**config.mk**
```make
export PLATFORM = sky130hd
export DESIGN_NAME = seconds_to_datetime_top
export DESIGN_NICKNAME = d
export VERILOG_FILES = /design/src/rtl/sdt_pkg.sv /design/src/rtl/sdt_ctrl.sv /design/src/rtl/sdt_dpath.sv /design/src/rtl/seconds_to_datetime_top.sv
export SDC_FILE = /design/constraint.sdc
export NUM_CORES = 1
export LEC_CHECK = 0
export ABC_AREA = 1
export BUFFER_PORTS_ARGS = -buffer_cell sky130_fd_sc_hd__buf_4
export CAP_MARGIN = 20
export CORE_ASPECT_RATIO = 0.6
export CORE_MARGIN = 1.5
export CORE_UTILIZATION = 55
export CTS_CLUSTER_SIZE = 12
export DETAILED_ROUTE_END_ITERATION = 8
export HOLD_SLACK_MARGIN = 0.1
export PLACE_DENSITY_LB_ADDON = 0.1
export SLEW_MARGIN = 40
export SYNTH_ARGS = -nofsm -noshare
export SYNTH_HDL_FRONTEND = slang
export SYNTH_SLANG_ARGS = --single-unit
```
**constraint.sdc**
```tcl
create_clock -name clk -period 5.38 [get_ports clk]
set_input_delay 0.538 -clock clk [delete_from_list [all_inputs] [get_ports clk]]
set_output_delay 0.538 -clock clk [all_outputs]
set_load 0.02 [all_outputs]
```
**src/rtl/sdt_pkg.sv**
```systemverilog
package sdt_pkg;

  // controller states
  typedef enum logic [3:0] {
    ST_IDLE,
    ST_DIV_DAY,
    ST_FIN_DAY,
    ST_DIV_HOUR,
    ST_FIN_HOUR,
    ST_DIV_MIN,
    ST_FIN_MIN,
    ST_YEAR,
    ST_MONTH
  } state_t;

  // commands from controller to datapath
  typedef struct packed {
    logic load;
    logic div_day;
    logic fin_day;
    logic div_hour;
    logic fin_hour;
    logic div_min;
    logic fin_min;
    logic year_step;
    logic month_step;
  } cmd_t;

  // status from datapath to controller
  typedef struct packed {
    logic year_hit;
    logic month_hit;
  } sts_t;

  // reciprocals of the odd divisor parts, exact over each operand range
  localparam logic [25:0] DAY_RECIP  = 26'd50903317;  // 2^35 / 675 rounded up
  localparam logic [13:0] HOUR_RECIP = 14'd9321;      // 2^21 / 225 rounded up
  localparam logic [10:0] MIN_RECIP  = 11'd1093;      // 2^14 / 15 rounded up

  localparam logic [16:0] SECS_PER_DAY  = 17'd86400;
  localparam logic [16:0] SECS_PER_HOUR = 17'd3600;
  localparam logic [16:0] SECS_PER_MIN  = 17'd60;

  localparam logic [8:0]  DAYS_COMMON_YEAR = 9'd365;
  localparam logic [11:0] FIRST_YEAR       = 12'd1970;
  localparam logic [4:0]  LEAP_FEB_DAYS    = 5'd29;
  localparam logic [1:0]  LEAP_MASK        = 2'd3;

  // days in month, month index from 0
  function automatic logic [4:0] month_len(input logic [3:0] idx, input logic leap);
    logic [4:0] len;
    unique case (idx)
      4'd1: begin
        len = leap ? LEAP_FEB_DAYS : 5'd28;
      end
      4'd3, 4'd5, 4'd8, 4'd10: begin
        len = 5'd30;
      end
      default: begin
        len = 5'd31;
      end
    endcase
    return len;
  endfunction

endpackage

```
**src/rtl/sdt_ctrl.sv**
```systemverilog
module sdt_ctrl (
  input  logic          clk,
  input  logic          rst_n,
  input  logic          start,
  input  sdt_pkg::sts_t sts,
  output sdt_pkg::cmd_t cmd,
  output logic          busy
);

  sdt_pkg::state_t state_r, state_nxt;

  // state register
  always_ff @(posedge clk) begin
    if (!rst_n) begin
      state_r <= sdt_pkg::ST_IDLE;
    end else begin
      state_r <= state_nxt;
    end
  end

  // next state
  always_comb begin
    state_nxt = state_r;
    unique case (state_r)
      sdt_pkg::ST_IDLE: begin
        if (start) state_nxt = sdt_pkg::ST_DIV_DAY;
      end
      sdt_pkg::ST_DIV_DAY: begin
        state_nxt = sdt_pkg::ST_FIN_DAY;
      end
      sdt_pkg::ST_FIN_DAY: begin
        state_nxt = sdt_pkg::ST_DIV_HOUR;
      end
      sdt_pkg::ST_DIV_HOUR: begin
        state_nxt = sdt_pkg::ST_FIN_HOUR;
      end
      sdt_pkg::ST_FIN_HOUR: begin
        state_nxt = sdt_pkg::ST_DIV_MIN;
      end
      sdt_pkg::ST_DIV_MIN: begin
        state_nxt = sdt_pkg::ST_FIN_MIN;
      end
      sdt_pkg::ST_FIN_MIN: begin
        state_nxt = sdt_pkg::ST_YEAR;
      end
      sdt_pkg::ST_YEAR: begin
        if (sts.year_hit) state_nxt = sdt_pkg::ST_MONTH;
      end
      sdt_pkg::ST_MONTH: begin
        if (sts.month_hit) state_nxt = sdt_pkg::ST_IDLE;
      end
      default: begin
        state_nxt = sdt_pkg::ST_IDLE;
      end
    endcase
  end

  // datapath commands
  always_comb begin
    cmd  = '0;
    busy = 1'b1;
    unique case (state_r)
      sdt_pkg::ST_IDLE: begin
        busy     = 1'b0;
        cmd.load = start;
      end
      sdt_pkg::ST_DIV_DAY: begin
        cmd.div_day = 1'b1;
      end
      sdt_pkg::ST_FIN_DAY: begin
        cmd.fin_day = 1'b1;
      end
      sdt_pkg::ST_DIV_HOUR: begin
        cmd.div_hour = 1'b1;
      end
      sdt_pkg::ST_FIN_HOUR: begin
        cmd.fin_hour = 1'b1;
      end
      sdt_pkg::ST_DIV_MIN: begin
        cmd.div_min = 1'b1;
      end
      sdt_pkg::ST_FIN_MIN: begin
        cmd.fin_min = 1'b1;
      end
      sdt_pkg::ST_YEAR: begin
        cmd.year_step = 1'b1;
      end
      sdt_pkg::ST_MONTH: begin
        cmd.month_step = 1'b1;
      end
      default: begin
        busy = 1'b1;
      end
    endcase
  end

endmodule

```
**src/rtl/sdt_dpath.sv**
```systemverilog
module sdt_dpath (
  input  logic          clk,
  input  logic          rst_n,
  input  sdt_pkg::cmd_t cmd,
  input  logic [31:0]   in_epoch_seconds,
  output sdt_pkg::sts_t sts,
  output logic          out_valid,
  output logic [11:0]   out_year,
  output logic [3:0]    out_month,
  output logic [4:0]    out_day,
  output logic [4:0]    out_hour,
  output logic [5:0]    out_minute,
  output logic [5:0]    out_second
);

  logic [31:0] rem_r, rem_nxt;
  logic [15:0] quo_r, quo_nxt;
  logic [15:0] days_r, days_nxt;
  logic [11:0] yr_r, yr_nxt;
  logic [3:0]  mon_idx_r, mon_idx_nxt;
  logic [4:0]  hr_r, hr_nxt;
  logic [5:0]  mn_r, mn_nxt;
  logic [5:0]  sc_r, sc_nxt;
  logic [3:0]  out_month_r, out_month_nxt;
  logic [4:0]  out_day_r, out_day_nxt;
  logic        out_valid_r, out_valid_nxt;

  logic [50:0] day_prod;
  logic [26:0] hour_prod;
  logic [20:0] min_prod;
  logic [32:0] day_back;
  logic [16:0] hour_back;
  logic [16:0] min_back;
  logic        leap;
  logic [8:0]  ylen;
  logic [4:0]  mlen;

  // quotients by reciprocal multiply, power of two of each divisor shifted off first
  assign day_prod  = {26'b0, rem_r[31:7]} * {25'b0, sdt_pkg::DAY_RECIP};
  assign hour_prod = {14'b0, rem_r[16:4]} * {13'b0, sdt_pkg::HOUR_RECIP};
  assign min_prod  = {11'b0, rem_r[11:2]} * {10'b0, sdt_pkg::MIN_RECIP};

  // quotient times divisor, taken off to leave the remainder
  assign day_back  = {17'b0, quo_r} * {16'b0, sdt_pkg::SECS_PER_DAY};
  assign hour_back = {12'b0, hr_r} * sdt_pkg::SECS_PER_HOUR;
  assign min_back  = {11'b0, mn_r} * sdt_pkg::SECS_PER_MIN;

  // year and month lengths
  assign leap = ((yr_r[1:0] & sdt_pkg::LEAP_MASK) == 2'b00);
  assign ylen = leap ? (sdt_pkg::DAYS_COMMON_YEAR + 9'd1) : sdt_pkg::DAYS_COMMON_YEAR;
  assign mlen = sdt_pkg::month_len(mon_idx_r, leap);

  assign sts.year_hit  = (days_r <= {7'b0, ylen});
  assign sts.month_hit = (days_r <= {11'b0, mlen});

  // next values
  always_comb begin
    rem_nxt       = rem_r;
    quo_nxt       = quo_r;
    days_nxt      = days_r;
    yr_nxt        = yr_r;
    mon_idx_nxt   = mon_idx_r;
    hr_nxt        = hr_r;
    mn_nxt        = mn_r;
    sc_nxt        = sc_r;
    out_month_nxt = out_month_r;
    out_day_nxt   = out_day_r;
    out_valid_nxt = 1'b0;
    if (cmd.load) begin
      rem_nxt = in_epoch_seconds;
    end
    if (cmd.div_day) begin
      quo_nxt = day_prod[50:35];
    end
    // day count from 1, time of day goes on to the hour division
    if (cmd.fin_day) begin
      days_nxt = quo_r + 16'd1;
      rem_nxt  = rem_r - day_back[31:0];
    end
    if (cmd.div_hour) begin
      hr_nxt = hour_prod[25:21];
    end
    if (cmd.fin_hour) begin
      rem_nxt = {15'b0, rem_r[16:0] - hour_back};
    end
    if (cmd.div_min) begin
      mn_nxt = min_prod[19:14];
    end
    // seconds left are below 60, so the low bits of the difference suffice
    if (cmd.fin_min) begin
      sc_nxt      = rem_r[5:0] - min_back[5:0];
      yr_nxt      = sdt_pkg::FIRST_YEAR;
      mon_idx_nxt = '0;
    end
    // take off one whole year
    if (cmd.year_step && !sts.year_hit) begin
      days_nxt = days_r - {7'b0, ylen};
      yr_nxt   = yr_r + 12'd1;
    end
    // walk one month, or finish the beat
    if (cmd.month_step) begin
      if (sts.month_hit) begin
        out_month_nxt = mon_idx_r + 4'd1;
        out_day_nxt   = days_r[4:0];
        out_valid_nxt = 1'b1;
      end else begin
        days_nxt    = days_r - {11'b0, mlen};
        mon_idx_nxt = mon_idx_r + 4'd1;
      end
    end
  end

  // result strobe
  always_ff @(posedge clk) begin
    if (!rst_n) begin
      out_valid_r <= 1'b0;
    end else begin
      out_valid_r <= out_valid_nxt;
    end
  end

  // working and result registers
  always_ff @(posedge clk) begin
    rem_r       <= rem_nxt;
    quo_r       <= quo_nxt;
    days_r      <= days_nxt;
    yr_r        <= yr_nxt;
    mon_idx_r   <= mon_idx_nxt;
    hr_r        <= hr_nxt;
    mn_r        <= mn_nxt;
    sc_r        <= sc_nxt;
    out_month_r <= out_month_nxt;
    out_day_r   <= out_day_nxt;
  end

  assign out_valid  = out_valid_r;
  assign out_year   = yr_r;
  assign out_month  = out_month_r;
  assign out_day    = out_day_r;
  assign out_hour   = hr_r;
  assign out_minute = mn_r;
  assign out_second = sc_r;

endmodule

```
**src/rtl/seconds_to_datetime_top.sv**
```systemverilog
// sequence: a beat is loaded on the accepting edge, then come the day, hour and
// minute divisions by reciprocal multiply, then the year walk from 1970 and the
// month walk, one year or month per step; the month walk ends with the strobe.
// throughput: one beat at a time; busy drops in the strobe cycle, so a new
// beat can be taken while the result is shown. results cannot be stalled.
// reset: synchronous active-low rst_n returns the controller to idle.
module seconds_to_datetime_top (
  input  logic        clk,
  input  logic        rst_n,
  input  logic        start,
  output logic        busy,
  input  logic [31:0] in_epoch_seconds,
  output logic        out_valid,
  output logic [11:0] out_year,
  output logic [3:0]  out_month,
  output logic [4:0]  out_day,
  output logic [4:0]  out_hour,
  output logic [5:0]  out_minute,
  output logic [5:0]  out_second
);

  sdt_pkg::cmd_t cmd;
  sdt_pkg::sts_t sts;

  // sequencer
  sdt_ctrl u_ctrl (
    .clk   (clk),
    .rst_n (rst_n),
    .start (start),
    .sts   (sts),
    .cmd   (cmd),
    .busy  (busy)
  );

  // divider, year and month walk
  sdt_dpath u_dpath (
    .clk              (clk),
    .rst_n            (rst_n),
    .cmd              (cmd),
    .in_epoch_seconds (in_epoch_seconds),
    .sts              (sts),
    .out_valid        (out_valid),
    .out_year         (out_year),
    .out_month        (out_month),
    .out_day          (out_day),
    .out_hour         (out_hour),
    .out_minute       (out_minute),
    .out_second       (out_second)
  );

endmodule

```
* After elaboration in Yosys (flattened, before gate mapping)
Cells that the tools add are included.
** Operators by class
- $add $sub $neg :: 8
- $mul :: 6
- Magnitude comparators :: 2
- Equal/unequal tests :: 16
- Multiplexer cells :: 30
- Reduce and logical (&&, ||, !) cells :: 11
** Operator list (count)
- 16-bit 2-to-1 mux :: 4
- 32-bit 2-to-1 mux :: 2
- 25-bit by 26-bit multiplier with 51-bit output (second input constant) :: 1
- 4-bit one-hot mux with 9 select lines :: 1
- 32-bit subtractor :: 1
- 13-bit by 14-bit multiplier with 26-bit output (second input constant) :: 1
- 16-bit by 10-bit multiplier with 25-bit output (second input constant) :: 1
- 12-bit 2-to-1 mux :: 2
- 4-bit 2-to-1 mux :: 6
- 4-bit by 3-bit == test with 1-bit output (second input constant) :: 5
- 10-bit by 11-bit multiplier with 20-bit output (second input constant) :: 1
- 17-bit 2-to-1 mux :: 1
- 17-bit subtractor :: 1
- 16-bit by 1-bit adder with 16-bit output (second input constant) :: 1
- 16-bit by 5-bit <= comparator with 1-bit output :: 1
- 16-bit by 9-bit <= comparator with 1-bit output :: 1
- 16-bit by 5-bit subtractor with 16-bit output :: 1
- 16-bit by 9-bit subtractor with 16-bit output :: 1
- 5-bit by 8-bit multiplier with 13-bit output (second input constant) :: 1
- 12-bit by 1-bit adder with 12-bit output (second input constant) :: 1
- 4-bit by 2-bit == test with 1-bit output (second input constant) :: 3
- 4-bit == test (second input constant) :: 3
- 1-bit 2-to-1 mux :: 12
- 5-bit one-hot mux with 2 select lines :: 1
- 16 further kinds :: 20
** Storage, ports and cells
- Register bits :: 111
- Input bits :: 35
- Output and inout bits :: 40
- Word-level logic and storage cells :: 86

* Longest topological paths before layout
Gate-level depths: netlist of the first run.
- Depth after elaboration :: 8
- Mapped depth :: 33
- Mapped depth without buffers :: 33

* By module
A second synthesis of the first run with hierarchy kept.
** Unflattened totals
- Cells, all modules :: 3192
- Area, all modules :: 25195.4 um^2
** Modules (own cells, without submodules)
- sdt_dpath :: instances 1, cells an instance 3143, area an instance 24883.9 um^2, seq. area each 2852.7 um^2
- sdt_ctrl :: instances 1, cells an instance 49, area an instance 311.5 um^2, seq. area each 80.1 um^2

* Worst setup path before layout of the first run
No wires, ideal clock.
- Path kind :: register to register
- Start :: register u_dpath.rem_r[28]
- End :: register u_dpath.quo_r[9], data pin
- Setup time :: 0.253 ns
- Arrival time :: 5.279 ns
- Required time :: 5.127 ns
- Path slack :: -0.152 ns
- Stages on the path, launching flop included :: 22
- Path buffers :: 0
- Clock period less this slack :: 5.532 ns
- Path through :: dfxtp_1 > fa_1 > ha_1 > inv_1 > fa_1 > fa_1 > inv_1 > fa_1 > inv_1 > fa_1 > inv_1 > fa_1 > ha_1 > nand2_1 > nor2_1 > inv_1 > nor2_1 > inv_1 > nor3_1 > nand4_1 > nand4_1 > nand2_1
** Between the ends
- Longest elaborated chain between the ends :: 1
** RTL lines
- from (decl) :: line sdt_dpath.sv:16 : logic [31:0] rem_r, rem_nxt;
- from (signal assigned) :: line sdt_dpath.sv:124 : rem_r <= rem_nxt;
- 25-bit by 26-bit multiplier with 51-bit output :: line sdt_dpath.sv:39 : assign day_prod = {26'b0, rem_r[31:7]} * {25'b0, sdt_pkg::DAY_RECIP};
- via u_dpath.day_prod[44] :: line sdt_dpath.sv:28 : logic [50:0] day_prod;
- to (signal assigned) :: line sdt_dpath.sv:125 : quo_r <= quo_nxt;
- to (decl) :: line sdt_dpath.sv:17 : logic [15:0] quo_r, quo_nxt;
The timed path passes the listed nets, and every way through them passes these cells.
A chain may end at the register's enable or synchronous reset.

* Worst setup path in the final report of the first run
- Start :: register u_dpath.rem_r[13]
- End :: register u_dpath.quo_r[3], data pin
The elaborated chain is that of the path after synthesis.

==> results_dict.tcl, run 1 <==
set metrics [dict create \
    fp.dieW_um 279 \
    worst_slew_pin_slew_ns 0.775 \
    start_util 0.559 \
    critPathMostFrequentCell "fa_1" \
    r2r-end "u_dpath.quo_r[3]" \
    routed.top_layer "met5" \
    vias 23300 \
    fin_area_mm2 0.0312 \
    syn_inst 3176 \
    post-route-util 0.694 \
    dpl_cell_area_mm2 0.0284 \
    drv_cap 0 \
    r2r-start "u_dpath.rem_r[13]" \
    cts_tree "built" \
    area_growth_pct 24.1 \
    holdPathStages 0 \
    worst_ep_required_time_ns 5.59 \
    rsz0062_at_grt "true" \
    worstPathArrival_ns 5.72 \
    die_area_mm2 0.0470 \
    drt-wirelength-per-cell_um 20.5 \
    status "finished, violations left" \
    multi_input_area_mm2 0.0214 \
    slew_violations 0 \
    finClkSkew_ns 0.0240 \
    vias_per_cell 5.62 \
    dp_hpwl_mm 71.2 \
    ant_nets 0 \
    rrSetupSlack_ns -0.13 \
    clk_pin_slew_ns 0.10 \
    fin_ws_ns -0.128 \
    path_max_fanout 4 \
    drive_gt1_frac 0.228 \
    antenna_found_initial 3 \
    fin_nets 4391 \
    slowest_stage "fa_2" \
    route.met2.wl_mm 33.7 \
    max_stage_delay_ns 0.56 \
    drtPass1Iterations 6 \
    hold_class "reg -> reg" \
    met3_wirelength_mm 8.90 \
    cp_cell_sequence "buf_6 > fa_2 > inv_2 > fa_1 > inv_2 > ha_4 > fa_1 > inv_1 > fa_1 > fa_2 > inv_2 > fa_1 > ha_4 > nand2_4 > nor2_4 > nand2_2 > nor3_2 > nand4_1 > nand3_2 > xor2_4" \
    final_hold_viol_count 0 \
    fin_cells 4140 \
    track_usage 0.361 \
    grt_pass1_wl_mm 129 \
    portBuffers 74 \
    async_flop_share 0 \
    crit_type "reg -> reg" \
    synth-seq-area-share 0.117 \
    slew_headroom 0.482 \
    synth_commonest_cells "inv_1, ha_1, nand2_1, fa_1, nor2_1" \
    wl_met1_mm 40.3 \
    numCtsBuffers 9 \
    insertion_delay_ns 0.40 \
    post-synth-top-count-cell "inv_1" \
    gr-total-overflow 0 \
    ios 75 \
    hold_ws_ns 0.414 \
    root_buffer "clkbuf_16" \
    dp.cells 4088 \
    yosysTopAreaCell "ha_1" \
    detail_route.drc_violations 0 \
    min_from "u_dpath.rem_r[0]" \
    synthTopCellsByArea "ha_1, fa_1, inv_1" \
    ys_warn_count 0 \
    drtIter0Drc 2271 \
    seq_area_mm2 0.00297 \
    cts-root-to-sink-buffers 2 \
    violations "setup timing" \
    cts.htree.levels 3 \
    ys_seq_elements 111 \
    synth_nets 4022 \
    yosysUniqueCellTypes 49 \
    syn_area_per_cell_um2 7.90 \
    hold_path_end "u_dpath.out_second[0]" \
    crit_path_start_kind "register" \
    clock-sinks 111 \
    die_h_um 168 \
    ys.flop_type "edfxtp_1" \
    grt_max_degree 29 \
    first_global_vias 22700 \
    core_mm2 0.0449 \
    place_congestion 1.02 \
    fill_cells 3628 \
    fin_crit_ns 5.51 \
    r2r_cells 20 \
    setup_violations 16 \
    synth_top_area_frac 0.277 \
    wl_mm 84.8 \
    critPathCaptureType "register" \
    period_share 1.02 \
    max_freq_mhz 182 \
    synth_area_mm2 0.0251 \
    synth-edff-count 71 \
    fp-row-count 60 \
]
==> how the worst max path moves through the flow <==
| stage | from | to | slack, ns |
|---|---|---|---|
| floorplan | u_dpath.rem_r[29] | u_dpath.quo_r[9] | -0.01 |
| global placement | u_dpath.rem_r[22] | u_dpath.quo_r[4] | -0.55 |
| detailed placement | u_dpath.rem_r[21] | u_dpath.quo_r[7] | -0.62 |
| CTS | u_dpath.rem_r[11] | u_dpath.quo_r[3] | -0.13 |
| global route | u_dpath.rem_r[16] | u_dpath.quo_r[3] | -0.29 |
| finish | u_dpath.rem_r[13] | u_dpath.quo_r[3] | -0.13 |
==> stage by stage <==
| stage | setup WS (ns) | TNS, ns |
|---|---|---|
| finish | -0.128 | -1.28 |
| global route | -0.290 | -4.17 |
| CTS | -0.129 | -1.17 |
| detailed placement | -0.624 | -8.30 |
| global placement | -0.551 | -6.77 |
| floorplan | -0.0116 | -0.0116 |
==> logic make-up (layout without fill, tap and decap cells) <==
kind of cell               after synthesis  after routing  synth area share
other                                    0              1                 0
adders and majority gates              811            811             0.481
AOI/OAI and AO/OA                      402            402            0.0886
DFF                                    111            111             0.117
buffers and inverters                  753           1127             0.114
xor gates and xnor gates                91             91            0.0318
and+or+nand+nor                       1008           1008             0.168
==> critical path, delay by kind of cell, from the launching register on <==
family	cells	cell delay [ns]
flip-flops	1	0.42
AND/OR/NAND/NOR	6	0.70
buffers and inverters	5	0.35
adder cells (fa/ha/maj)	8	3.59
XOR/XNOR	1	0.24
==> flip-flops by register name (all words and copies together), names as in the netlist <==
register,count
u_dpath.out_hour,5
u_dpath.mon_idx_r,4
u_ctrl.state_r,4
u_dpath.out_year,12
u_dpath.days_r,16
u_dpath.out_month,4
u_dpath.out_minute,6
u_dpath.out_second,6
u_dpath.out_day,5
u_dpath.out_valid,1
u_dpath.quo_r,16
u_dpath.rem_r,32
==> final cells by class <==
| class | instances | area share |
|---|---|---|
| timing repair buffer | 378 | 0.0940 |
| clock buffer | 9 | 0.00723 |
| multi-input combinational | 2312 | 0.688 |
| tap | 589 | 0.0237 |
| inverter | 733 | 0.0884 |
| sequential | 111 | 0.0954 |
| clock inverter | 7 | 0.00285 |
| antenna | 1 | 0.0000803 |
==> timing repair <==
action | 4_1_cts | 5_1_grt
pin swaps | 121 | 181
buffers inserted | 15 | 21
endpoints found under the setup margin | 27 | 30
gates resized for setup | 280 | 263
hold buffers | 0 | 0
==> per-layer routing <==
metal,up-vias,GRT usage
met5,-,0.0103
met4,4,0.0685
met3,122,0.0947
met2,1083,0.514
met1,11200,0.548
li1,10900,-
==> cells in the final DEF (no fill, tap or decap), types with 34 or more instances in the layout <==
cell type,netlist,routed
a21oi_1,180,129
a21oi_2,0,37
buf_4,1,356
edfxtp_1,71,71
fa_1,255,239
ha_1,556,491
ha_4,0,55
inv_1,727,679
inv_2,5,52
nand2_1,524,452
nand2_2,5,55
nand3_1,141,122
nand4_1,39,39
nor2_1,236,181
nor2_2,5,34
o21ai_0,137,97
xnor2_1,36,34
xor2_1,55,50
Power of run 1 is left out: the tool's default activity adds up to more than one toggle a clock period on the data nets, which glitch-free logic cannot reach.
==> run 2: changes to the inputs <==
--- a/config.mk
+++ b/config.mk
@@ -15,6 +15,7 @@
 export DETAILED_ROUTE_END_ITERATION = 8
 export HOLD_SLACK_MARGIN = 0.1
 export PLACE_DENSITY_LB_ADDON = 0.1
+export REMOVE_ABC_BUFFERS = 1
 export SLEW_MARGIN = 40
 export SYNTH_ARGS = -nofsm -noshare
 export SYNTH_HDL_FRONTEND = slang
==> run 2 against run 1 <==
The run still ends with setup timing left. Worst hold slack improved by 0.016 ns. Flip-flop and latch count did not move. Critical path type unchanged. Sequential share of layout area fell by 0.31 points. Wire length rose by 6.6%. Clock skew fell by 0.0035 ns.
==> results_dict.tcl, run 2 (same netlist as run 1, synthesis figures left out) <==
set metrics [dict create \
    status "finished, violations left" \
    violations "setup timing" \
    grt_pass1_wl_mm 135 \
    vias 23800 \
    top_register "u_dpath.rem_r" \
    final_common_cell "inv_1" \
    fin_crit_ns 5.61 \
    portBuffers 74 \
    antenna_found_initial 3 \
    final_cell_mix "inv_1, ha_1, nand2_1, buf_4, fa_1" \
    cts_tree "built" \
    dp_hpwl_mm 75.2 \
    insertion_delay_ns 0.41 \
    hold_class "in -> reg" \
    cts_hold_buf 0 \
    cts.htree.levels 3 \
    drt-wirelength-per-cell_um 21.4 \
    fin_ws_ns -0.234 \
    fp-row-count 60 \
    critPathTopFamily "adder cells" \
    track_usage 0.382 \
    clk_pin_slew_ns 0.11 \
    final_hold_viol_count 0 \
    numCtsBuffers 9 \
    worstPathArrival_ns 5.84 \
    cts-root-to-sink-buffers 2 \
    vias_per_cell 5.62 \
    wl_mm 90.3 \
    pre_cts_slack_ns -0.770 \
    hold_path_end "u_dpath.rem_r[3]" \
    rsz0062_at_grt "true" \
    rrSetupSlack_ns -0.23 \
    r2r-start "u_dpath.rem_r[12]" \
    largest_register_ffs 32 \
    crit_path_start_kind "register" \
    r2r-end "u_dpath.quo_r[6]" \
    worst_slew_pin_slew_ns 0.778 \
    drtPass1Iterations 6 \
    setup_violations 22 \
    start_util 0.559 \
    detail_route.drc_violations 0 \
    reg_top3 "u_dpath.rem_r x32, u_dpath.days_r x16, u_dpath.quo_r x16" \
    place_congestion 1.05 \
    slowest_stage "fa_2" \
    slew_violations 0 \
    max_stage_delay_ns 0.66 \
    grt_max_degree 53 \
    first_global_vias 23100 \
    gr-total-overflow 0 \
    area_growth_pct 28.6 \
    slew_headroom 0.481 \
    drv_cap 0 \
    ant_nets 0 \
    cp_cell_sequence "buf_6 > buf_8 > fa_2 > ha_1 > inv_1 > fa_1 > fa_1 > inv_1 > fa_1 > fa_1 > ha_4 > buf_4 > nand2_2 > nor2_4 > nand2_4 > nor3_4 > nand3_2 > nand3_2 > xor2_2" \
    ios 75 \
    finClkSkew_ns 0.0206 \
    clock-sinks 111 \
    root_buffer "clkbuf_16" \
    drtIter0Drc 2458 \
    min_from "in_epoch_seconds[3]" \
    r2r_cells 19 \
    die_h_um 168 \
    holdPathStages 3 \
    critPathCaptureType "register" \
    crit_type "reg -> reg" \
    die_area_mm2 0.0470 \
    fill_cells 3459 \
    drive_gt1_frac 0.265 \
    critPathMostFrequentCell "fa_1" \
    fin_nets 4479 \
    worst-path-buf-inv 5 \
    period_share 1.04 \
    fp.dieW_um 279 \
    worst_ep_required_time_ns 5.61 \
    core_mm2 0.0449 \
    max_freq_mhz 178 \
    path_max_fanout 11 \
]
==> run 2: how the worst max path moves through the flow <==
stage                       from          endpoint  slack [ns]  cells after the start
6_report       u_dpath.rem_r[12]  u_dpath.quo_r[6]       -0.23                     19
5_1_grt        u_dpath.rem_r[28]  u_dpath.quo_r[8]       -0.35                     20
4_1_cts        u_dpath.rem_r[30]  u_dpath.quo_r[9]       -0.11                     21
3_5_place_dp   u_dpath.rem_r[28]  u_dpath.quo_r[9]       -0.77                     21
3_3_place_gp   u_dpath.rem_r[28]  u_dpath.quo_r[9]       -0.83                     21
2_1_floorplan  u_dpath.rem_r[28]  u_dpath.quo_r[9]       -0.15                     21
==> run 2: area by class of cell <==
type                    count  area, um2  share of cell area
diodes                      1       2.50           0.0000775
clock buffers               9        225             0.00698
clock inverters             7       91.3             0.00283
inverters                 733       2760              0.0854
multi-input cells        2312      21800               0.675
flip-flops and latches    111       2980              0.0923
well taps                 589        737              0.0228
repair buffers            466       3690               0.115
==> run 2: timing repair <==
item,CTS,global route
buffers inserted,27,39
gates resized for setup,430,245
pin swaps,195,151
endpoints found under the setup margin,29,31
==> run 2: metal layers <==
metal | track usage | routed length (um)
met4 | 0.0633 | 1590
met1 | 0.602 | 43100
met3 | 0.101 | 11000
met2 | 0.520 | 34600
met5 | 0 | 67
==> run 2: worst reg2reg max path, cell delays in order, from the launching register on <==
cell and delay (ns):
edfxtp_1 0.54, buf_6 0.19, buf_8 0.15, fa_2 0.67, ha_1 0.26, inv_1 0.07
fa_1 0.43, fa_1 0.51, inv_1 0.06, fa_1 0.47, fa_1 0.55, ha_4 0.34
buf_4 0.11, nand2_2 0.08, nor2_4 0.19, nand2_4 0.10, nor3_4 0.20, nand3_2 0.12
nand3_2 0.16, xor2_2 0.23
==> run 2: metrics by stage <==
stage          instance area (um2)  TNS (ns)  cells  utilization  hold WS (ns)
2_1_floorplan                25000     -1.59   3156            -         0.400
3_3_place_gp                 28800    -11.56   4151        0.642         0.415
3_5_place_dp                 28800    -12.73   4151        0.642         0.422
4_1_cts                      31000     -1.01   4190        0.692         0.431
5_1_grt                      32300     -6.39   4228        0.719         0.449
6_report                     32300     -2.21   4228        0.719         0.431
Power of run 2 is left out for the same reason.
